### config.mk
export PLATFORM = sky130hd
export DESIGN_NAME = elm_cell
export DESIGN_NICKNAME = d
export VERILOG_FILES = /design/src/hdl/elm_pkg.sv /design/src/hdl/elm_cell.sv
export SDC_FILE = /design/constraint.sdc
export NUM_CORES = 1
export LEC_CHECK = 0
export ABC_AREA = 1
export BUFFER_PORTS_ARGS = -buffer_cell sky130_fd_sc_hd__buf_4
export CAP_MARGIN = 10
export CORE_ASPECT_RATIO = 0.8
export CORE_MARGIN = 1.5
export CORE_UTILIZATION = 40
export DETAILED_ROUTE_END_ITERATION = 10
export PLACE_DENSITY = 0.65
export REMOVE_ABC_BUFFERS = 1
export SYNTH_ARGS = -nofsm -noshare
export SYNTH_HDL_FRONTEND = slang
export SYNTH_SLANG_ARGS = --single-unit
### constraint.sdc
create_clock -name i_clk -period 29.4 [get_ports i_clk]
set_input_delay 4.41 -clock i_clk [delete_from_list [all_inputs] [get_ports i_clk]]
set_output_delay 4.41 -clock i_clk [all_outputs]
set_load 0.05 [all_outputs]
### src/hdl/elm_pkg.sv
// ----------------------------------------------------------------------------
// Edit list mapper package
// Sizes, the per-cell walk token and the table write bundle.
// ----------------------------------------------------------------------------
package elm_pkg;

    localparam int MAX_BOXES    = 8;
    localparam int PTS_BITS     = 48;
    localparam int CNT_BITS     = 4;
    localparam int BOX_IDX_BITS = 3;
    localparam int REAL_BITS    = 51;

    localparam int SLOT_BITS = (MAX_BOXES > 1) ? $clog2(MAX_BOXES) : 1;
    localparam int N_BITS    = $clog2(MAX_BOXES + 1);
    localparam int END_BITS  = PTS_BITS + 1;
    localparam int ACC_BITS  = PTS_BITS + $clog2(MAX_BOXES + 2);
    localparam int SAT_BITS  = (ACC_BITS > REAL_BITS) ? ACC_BITS : REAL_BITS + 1;

    localparam logic [SAT_BITS-1:0] REAL_MAX = (SAT_BITS'(1) << REAL_BITS) - SAT_BITS'(1);

    localparam logic CMD_WRITE = 1'b0;
    localparam logic CMD_QUERY = 1'b1;

    typedef struct packed {
        logic                    live;
        logic                    walking;
        logic                    plays;
        logic                    err;
        logic                    valid;
        logic [N_BITS-1:0]       n;
        logic [PTS_BITS-1:0]     pts;
        logic [ACC_BITS-1:0]     acc;
        logic [END_BITS-1:0]     last_end;
    } t_tok;

    typedef struct packed {
        logic                    en;
        logic [BOX_IDX_BITS-1:0] idx;
        logic [PTS_BITS-1:0]     start;
        logic [PTS_BITS-1:0]     dur;
        logic                    empty;
    } t_wr;

endpackage

### src/hdl/elm_cell.sv
// ----------------------------------------------------------------------------
// Edit list mapper cell
// Holds one edit box and advances the walk token by one box per cycle.
// ----------------------------------------------------------------------------
module elm_cell (
    input  logic                         i_clk,
    input  logic                         i_rst_n,
    input  logic [elm_pkg::SLOT_BITS-1:0] i_index,
    input  elm_pkg::t_wr                 i_wr,
    input  elm_pkg::t_tok                i_tok,
    output elm_pkg::t_tok                o_tok
);

    logic [elm_pkg::PTS_BITS-1:0] r_start;
    logic [elm_pkg::PTS_BITS-1:0] r_dur;
    logic                         r_empty;
    elm_pkg::t_tok                r_tok;
    elm_pkg::t_tok                n_tok;

    logic                         in_use;
    logic                         first;
    logic                         overlap;
    logic [elm_pkg::END_BITS-1:0] box_end;
    logic [elm_pkg::END_BITS-1:0] pts_ext;
    logic [elm_pkg::END_BITS-1:0] start_ext;

    always_ff @(posedge i_clk) begin
        if (i_wr.en && (32'(i_wr.idx) == 32'(i_index))) begin
            r_start <= i_wr.start;
            r_dur   <= i_wr.dur;
            r_empty <= i_wr.empty;
        end
    end

    assign in_use    = i_tok.live && (elm_pkg::N_BITS'(i_index) < i_tok.n);
    assign first     = (i_index == '0);
    assign start_ext = elm_pkg::END_BITS'(r_start);
    assign box_end   = start_ext + elm_pkg::END_BITS'(r_dur);
    assign pts_ext   = elm_pkg::END_BITS'(i_tok.pts);
    assign overlap   = start_ext < i_tok.last_end;

    always_comb begin
        n_tok = i_tok;
        if (in_use) begin
            if (r_empty) begin
                if (!first || i_tok.n == elm_pkg::N_BITS'(1)) begin
                    n_tok.valid = 1'b0;
                end
                if (i_tok.walking) begin
                    if (!first) begin
                        n_tok.err     = 1'b1;
                        n_tok.walking = 1'b0;
                    end else begin
                        n_tok.acc = elm_pkg::ACC_BITS'(r_dur);
                    end
                end
            end else if (overlap) begin
                n_tok.valid = 1'b0;
                if (i_tok.walking) begin
                    n_tok.err     = 1'b1;
                    n_tok.walking = 1'b0;
                end
            end else begin
                n_tok.last_end = box_end;
                if (i_tok.walking) begin
                    if (pts_ext >= start_ext && pts_ext < box_end) begin
                        n_tok.acc     = i_tok.acc + elm_pkg::ACC_BITS'(i_tok.pts - r_start);
                        n_tok.plays   = 1'b1;
                        n_tok.walking = 1'b0;
                    end else if (pts_ext > box_end) begin
                        n_tok.acc = i_tok.acc + elm_pkg::ACC_BITS'(r_dur);
                    end else begin
                        n_tok.walking = 1'b0;
                    end
                end
            end
        end
    end

    always_ff @(posedge i_clk) begin
        if (!i_rst_n) begin
            r_tok.live <= 1'b0;
        end else begin
            r_tok.live <= i_tok.live;
        end
        r_tok.walking  <= n_tok.walking;
        r_tok.plays    <= n_tok.plays;
        r_tok.err      <= n_tok.err;
        r_tok.valid    <= n_tok.valid;
        r_tok.n        <= n_tok.n;
        r_tok.pts      <= n_tok.pts;
        r_tok.acc      <= n_tok.acc;
        r_tok.last_end <= n_tok.last_end;
    end

    assign o_tok = r_tok;

endmodule
Word-level counts from Yosys, hierarchy flattened
Index checks and enable logic that the tools add are counted.
Storage, ports and cells
  register bits: 255
  output and inout port bits: 158
  word-level logic and storage cells: 55
Cells by class
  add/subtract/negate cells: 4
  order comparisons: 5
  equal/unequal tests: 2
  muxes and demuxes: 26
  reduce and logical (&&, ||, !) cells: 6
Operators by type and width (count)
  two-way mux 52 bit: 6
  two-way mux 101 bit: 2
  less-than comparator 48 x 49 -> 1 bit: 2
  adder 52 x 48 -> 52 bit: 1
  adder 52 bit: 1
  adder 48 x 48 -> 49 bit: 1
  greater-than comparator 48 x 49 -> 1 bit: 1
  two-way mux 49 bit: 1
  subtractor 48 x 48 -> 49 bit: 1
  >= comparator 48 bit: 1
  two-way mux 1 bit: 13
  two-way mux 2 bit: 3
  == test 4 x 1 -> 1 bit (second input constant): 1
  less-than comparator 3 x 4 -> 1 bit: 1
  two-way mux 4 bit: 1
  == test 3 bit: 1
  logical AND 1 bit: 3
  zero test 3 bit: 1
  zero test 1 bit: 1
  logical OR 1 bit: 1

Logic depth before layout (Yosys ltp)
Gate-level depths: netlist of the first run.
  word-level depth: 8
  mapped depth: 36
  mapped depth without buffers: 36

Worst setup path before layout of the first run
Ideal clock, no wire load.
  kind: input to register
  start: input i_index[2] (netlist name)
  end: register r_dur[0] (netlist name), enable pin
  library setup time: 1.067 ns
  arrival: 19.570 ns
  slack: 8.764 ns
  stages on the path: 2
  path buffers: 0
  path through: xor2_1 -> a2111oi_0
Between the ends
  word-level cells in the longest chain between the ends: 2
RTL lines
  start, declared: line elm_cell.sv:8  | input logic [elm_pkg::SLOT_BITS-1:0] i_index,
  == test 3 bit: line elm_cell.sv:28  | if (i_wr.en && (32'(i_wr.idx) == 32'(i_index))) begin
  logical AND 1 bit: line elm_cell.sv:28
  end signal, assigned: line elm_cell.sv:30  | r_dur <= i_wr.dur;
  end, declared: line elm_cell.sv:15  | logic [elm_pkg::PTS_BITS-1:0] r_dur;
No other way between the ends.
A chain may end at the register's enable or synchronous reset.

==> results of run 1 <==
[layer usage]
metal  GRT usage (%)  share of wire, %  up-vias
met3           6.148                10      138
met5               0                 0        -
met1           47.73                45    12930
met2           50.75                42     1250
li1                -                 -    13800
met4           8.515               2.9        0
[cell type report]
| cell class | instances | area (sq um) | area share (%) |
|---|---|---|---|
| tap | 840 | 1051 | 3.449 |
| antenna | 1 | 2.502 | 0.008212 |
| multi-input combinational | 3044 | 17140 | 56.25 |
| inverter | 534 | 2004 | 6.578 |
| clock buffer | 42 | 837.1 | 2.747 |
| sequential | 255 | 6076 | 19.94 |
| timing repair buffer | 433 | 3251 | 10.67 |
| clock inverter | 10 | 111.4 | 0.3654 |
[worst min-delay path, stage by stage (launching register included)]
cell      delay [ps]
edfxtp_1         460
ha_1             280
nand2_1           70
o21ai_0           80
[kinds of logic after synthesis]
logic type | Yosys count | synth area share [%]
and+or+nand+nor | 1661 | 26.67
AOI/OAI and AO/OA | 924 | 20.20
buffers and inverters | 604 | 9.054
adders and majority gates | 296 | 14.64
DFF | 255 | 23.83
xor gates and xnor gates | 163 | 5.599
[placed cells by master, fill, tap and decap left out, types with 7 or more instances in the layout]
cell type / count
a21oi_2: 13
inv_1: 529
nor4_1: 10
buf_4: 433
o21bai_1: 35
a21boi_0: 8
a22oi_1: 20
nor3_1: 36
nand2_1: 902
xor2_1: 104
or2_2: 7
a21oi_1: 413
ha_1: 292
nand4_1: 41
a31oi_1: 27
clkbuf_1: 9
o211ai_1: 7
o21a_1: 25
a21o_1: 33
nor2_1: 444
o21ai_0: 293
o21ai_1: 10
dfxtp_1: 158
clkbuf_16: 31
xnor2_1: 59
a21boi_1: 20
edfxtp_1: 97
nand3_1: 196
[path summary, 6_finish.rpt]
| check | start | end | slack (ps) | cells past startpoint |
|---|---|---|---|---|
| worst min-delay path | r_dur[0] | o_tok[0] | 920 | 3 |
| worst min register to register | r_dur[0] | o_tok[0] | 920 | 3 |
| worst max register to register | r_start[2] | o_tok[74] | 23140 | 27 |
| worst max-delay path | i_tok[103] | o_tok[93] | 20470 | 22 |
[sequential cells by signal, summed over array words and instances, names as in the netlist]
register,count
o_tok,158
r_dur,48
r_start,48
r_empty,1
[stage by stage]
stage	power (W)	setup slack, ps	hold WS, ps	area [sq um]	std cells
6_report	0.001534	20470	924.2	30470	5159
5_1_grt	0.001622	20070	931.4	30470	5158
3_5_place_dp	0.001157	19960	875.0	29520	5106
2_1_floorplan	0.0008996	8764	605.4	25190	3833
3_3_place_gp	0.001160	19960	888.9	29520	5106
4_1_cts	0.001526	20570	891.8	30470	5158
[where the power goes]
group | internal [W] | switching (W)
Sequential | 0.000394 | 0.0000247
Clock | 0.000207 | 0.000160
Combinational | 0.000241 | 0.000508
==> reports/results.ini, run 1 <==
[synth]
synth_most_common_cell = nand2_1
async_flop_share_pct = 0
synth-edff-count = 97
synth_seq_cells = 255
ys_seq_area_share_pct = 23.83
ys_warn_count = 0
synth_area_sq_um = 25500
synth_cell_types = 53
synth_top_area_cell = ha_1
ys.flop_type = dfxtp_1
netlist_top_cells_area = ha_1, nand2_1, dfxtp_1
synth_cells = 3903
avgSynthCellArea_sq_um = 6.533
synth_common_cells = nand2_1, inv_1, nor2_1
synth_top_area_share_pct = 14.33

[drt]
first_pass_iters = 8
drtIter0Drc = 2605
post_drt_wl_per_cell_um = 21.60
drc = 0
routed_via_density = 5.449
routed-via-count = 28110
antenna_left = 0
routed_wl_um = 111400

[timing]
rsz0062_at_grt = false
final-max-slew-violation-count = 0
setup_viol = 0
fin_skew_ps = 36.89
layout_min_cycle_time_ps = 8933
setup_tns_ps = 0
hold_violations = 0
max_freq_mhz = 111.9
fin_crit_sh_pct = 30.38
tightest_slew_ps = 1044
slew_headroom_pct = 30.40

[global_route]
track_usage_pct = 33.22
grt_pass1_wl_um = 164000
grt_max_degree = 79
antenna_found_initial = 5
grt_pass1_vias = 26780
grt-ovfl-total = 0

[worst_setup_path]
critPathLaunchType = input port
slowest_delay_ps = 560
critical_path_class = input port to register
crit_buf_inv = 3
crit_path_cell_trace = buf_4 -> ha_1 -> inv_1 -> o31ai_1 -> a21oi_1 -> o21bai_1 -> a21oi_1 -> o21ai_0 -> a31oi_1 -> xnor2_1 -> ha_1 -> nand2_1 -> nor2_1 -> inv_1 -> nor4_1 -> nand3_1 -> nand3_1 -> xor2_1 -> a21oi_1 -> nand2_1 -> nand2_1 -> a21boi_1
end_kind = register
crit_slowest_cell = nor4_1
crit_arrival_ps = 9450
crit_fanout = 5
critPathTopFamily = compound AO/OA/AOI/OAI gates
required_ps = 29910

[final_layout]
fin_util_pct = 48.53
fillers = 6672
layout.nets = 4856
drive_gt1_share_pct = 12.11
syn_to_final_growth_pct = 19.51

[place]
place.gp.congestion = 1.049
port_buffers = 421
hpwlAfterDp_um = 94850

[flow_run]
maxCapViolCount = 0

[pwr]
p_leak_nw = 14.79
peakVddDrop_mv = 0.04292
p_per_area_nw_per_um2 = 50.35

[die]
dieHeight_um = 228.8
die_w_um = 285.3
num_rows = 82
core_area_sq_um = 62790
initial_utilization_pct = 40.61
num_io_pins = 422
die_area_sq_um = 65280

[cts]
hold_buffers = 0
h-tree-depth = 1
cts_buffers = 28
root_buffer = clkbuf_16
clock_sinks = 255
clk_pin_slew_ps = 60
cts_tree = yes
max-clock-path-buffers = 3
postCtsSetupRepairBufs = 0
cts_resized = 0
worstSkewPairLatency_ps = 620

[hold_path]
hold_class = register to register

[run_status]
status = finished, final reports clean

Power figures use the tool's default switching activity.
==> inputs of run 2 (changes only) <==
Clock period 29.4 ns to 9.1 ns, I/O delays scaled along.
==> run 2 against run 1 <==
  * Register-to-register slack got worse by 20000 ps
  * Final cell count rose by 0.12%
  * Largest cell class unchanged
  * Largest power group unchanged
  * Clock power rose to 3.4 times the previous value
  * Critical endpoint is now o_tok[49]
  * Combinational power rose to 3.2 times the previous value
==> reports/results.ini, run 2 (synthesis gave the netlist of run 1 again) <==
[run_status]
status = finished, final reports clean

[place]
hpwlAfterDp_um = 95140  ; +0.31%
port_buffers = 421  ; unchanged
place_inst = 5106  ; unchanged
place.gp.congestion = 1.023  ; -2.4%
post_dp_cell_area_sq_um = 29520  ; unchanged

[worst_setup_path]
required_ps = 9620  ; -20290 ps
crit_slowest_cell = nand2_4
end_kind = register
slowest_delay_ps = 700  ; +140 ps
critical_path_class = register to register
crit_arrival_ps = 6960  ; -2490 ps
crit_fanout = 52  ; +47
cp_common_cell = nand2_1
critPathLaunchType = register

[pwr]
peakVddDrop_mv = 0.1377  ; +220%
power_switching_w = 0.002283  ; +230%
intPower_w = 0.002761  ; +230%
p_comb_share_pct = 48.2  ; -0.6 points
p_per_area_nw_per_um2 = 165.0  ; +230%
clkPwrFrac_pct = 25.0  ; +1.1 points
p_leak_nw = 14.83  ; +0.32%
seq_power_share_pct = 26.8  ; -0.5 points
netSwitchingFraction_pct = 45.26  ; +0.13 points

[final_layout]
drive_gt1_share_pct = 12.33  ; +0.22 points
final_cell_mix = nand2_1, inv_1, nor2_1
fin_util_pct = 48.67  ; +0.14 points
largest_reg_flops = 158  ; unchanged
layoutNonFillerInstCount = 5165  ; +0.12%
final_common_cell = nand2_1
layout.nets = 4858  ; +0.041%
final_area_sq_um = 30560  ; +0.29%
syn_to_final_growth_pct = 19.85

[die]
initial_utilization_pct = 40.61  ; unchanged
die_area_sq_um = 65280  ; unchanged
num_rows = 82  ; unchanged
num_io_pins = 422  ; unchanged
dieHeight_um = 228.8  ; unchanged
core_area_sq_um = 62790  ; unchanged
die_w_um = 285.3  ; unchanged

[global_route]
track_usage_pct = 33.23  ; about the same
grt_pass1_vias = 26540  ; -0.89%
grt_pass1_wl_um = 163500  ; -0.26%
antenna_found_initial = 5  ; unchanged
grt-ovfl-total = 0  ; unchanged
grt_max_degree = 99  ; +25%

[cts]
h-tree-depth = 1  ; unchanged
cts_tree = yes
cts_buffers = 30  ; +7.1%
postCtsSetupRepairBufs = 0  ; unchanged
root_buffer = clkbuf_16
cts_resized = 0  ; unchanged
clock_sinks = 255  ; unchanged
hold_buffers = 0  ; unchanged
max-clock-path-buffers = 3  ; unchanged
worstSkewPairLatency_ps = 620  ; about the same
clk_pin_slew_ps = 70  ; about the same

[flow_run]
maxCapViolCount = 0  ; unchanged

[timing]
whs_ps = 857.1  ; -67.10 ps
tightest_slew_ps = 1072  ; +27.64 ps
layout_min_cycle_time_ps = 6443
fin_crit_sh_pct = 70.80
max_freq_mhz = 155.2
final-max-slew-violation-count = 0  ; unchanged
setup_viol = 0  ; unchanged
slew_headroom_pct = 28.55  ; -1.8 points
hold_violations = 0  ; unchanged
fin_skew_ps = 23.14  ; -13.75 ps
rsz0062_at_grt = false

[hold_path]
hold_class = input port to register

[drt]
drc = 0  ; unchanged
routed_via_density = 5.515  ; +1.2%
post_drt_wl_per_cell_um = 21.79  ; +0.89%
drtIter0Drc = 3043  ; +17%
routed-via-count = 28480  ; +1.3%
first_pass_iters = 6  ; -2
routed_wl_um = 112500  ; +1.0%
antenna_left = 0  ; unchanged

## run 2: cell types whose count changed in the layout (fill, tap and decap cells not counted)
cell / change
clkinv_2: +3
inv_6: +3
inv_4: -1
clkbuf_16: +1
clkbuf_8: +2
inv_8: +1
clkinvlp_4: +1
clkbuf_1: -6
diode_2: +2
## run 2: final timing paths
| check | startpoint | endpoint | slack (ps) | cells after the start |
|---|---|---|---|---|
| worst max register to register | r_start[2] | o_tok[49] | 2660 | 28 |
| worst min-delay path | i_tok[101] | o_tok[101] | 860 | 1 |
| worst min register to register | r_dur[2] | o_tok[51] | 900 | 4 |
| worst max-delay path | r_start[2] | o_tok[49] | 2660 | 28 |
## run 2: critical path, delay by kind of cell, from the launching register on
family	cells	cell delay, ps
adders and majority gates	2	700
and+or+nand+nor	16	2880
xor gates and xnor gates	1	220
DFF	1	460
buffers and inverters	3	360
AOI/OAI and AO/OA	6	1640
## run 2: per-layer routing
metal  GRT usage [%]  part of all wire [%]  up-vias
met4           9.011                   3.0        2
met1           48.77                    45    13050
met2           49.18                    41     1471
li1                -                     -    13790
met3           6.287                    11      168
met5               0                0.0098        -
## run 2: layout make-up
class | instances | area [sq um]
Sequential cell | 255 | 6076
Multi-Input combinational cell | 3044 | 17140
Clock inverter | 17 | 165.2
Fill cell | 6594 | 32230
Inverter | 534 | 2004
Antenna cell | 3 | 7.507
Clock buffer | 39 | 867.1
Tap cell | 840 | 1051
Timing Repair Buffer | 433 | 3251
## run 2: power by group through the flow
stage | clock, W | combinational (W) | sequential (W)
floorplan | 0 | 0.00136 | 0.00155
global placement | 0 | 0.00238 | 0.00137
detailed placement | 0 | 0.00237 | 0.00137
CTS | 0.00129 | 0.00238 | 0.00135
global route | 0.00133 | 0.00263 | 0.00135
finish | 0.00126 | 0.00243 | 0.00135
## run 2: metrics by stage
| stage | total power [W] | setup TNS (ps) | worst slack, ps |
|---|---|---|---|
| after floorplan | 0.002907 | -823640 | -8491 |
| after global placement | 0.003746 | 0 | 2812 |
| after detailed placement | 0.003735 | 0 | 2857 |
| after CTS | 0.005007 | 0 | 2898 |
| after global routing | 0.005315 | 0 | 2189 |
| final | 0.005044 | 0 | 2657 |
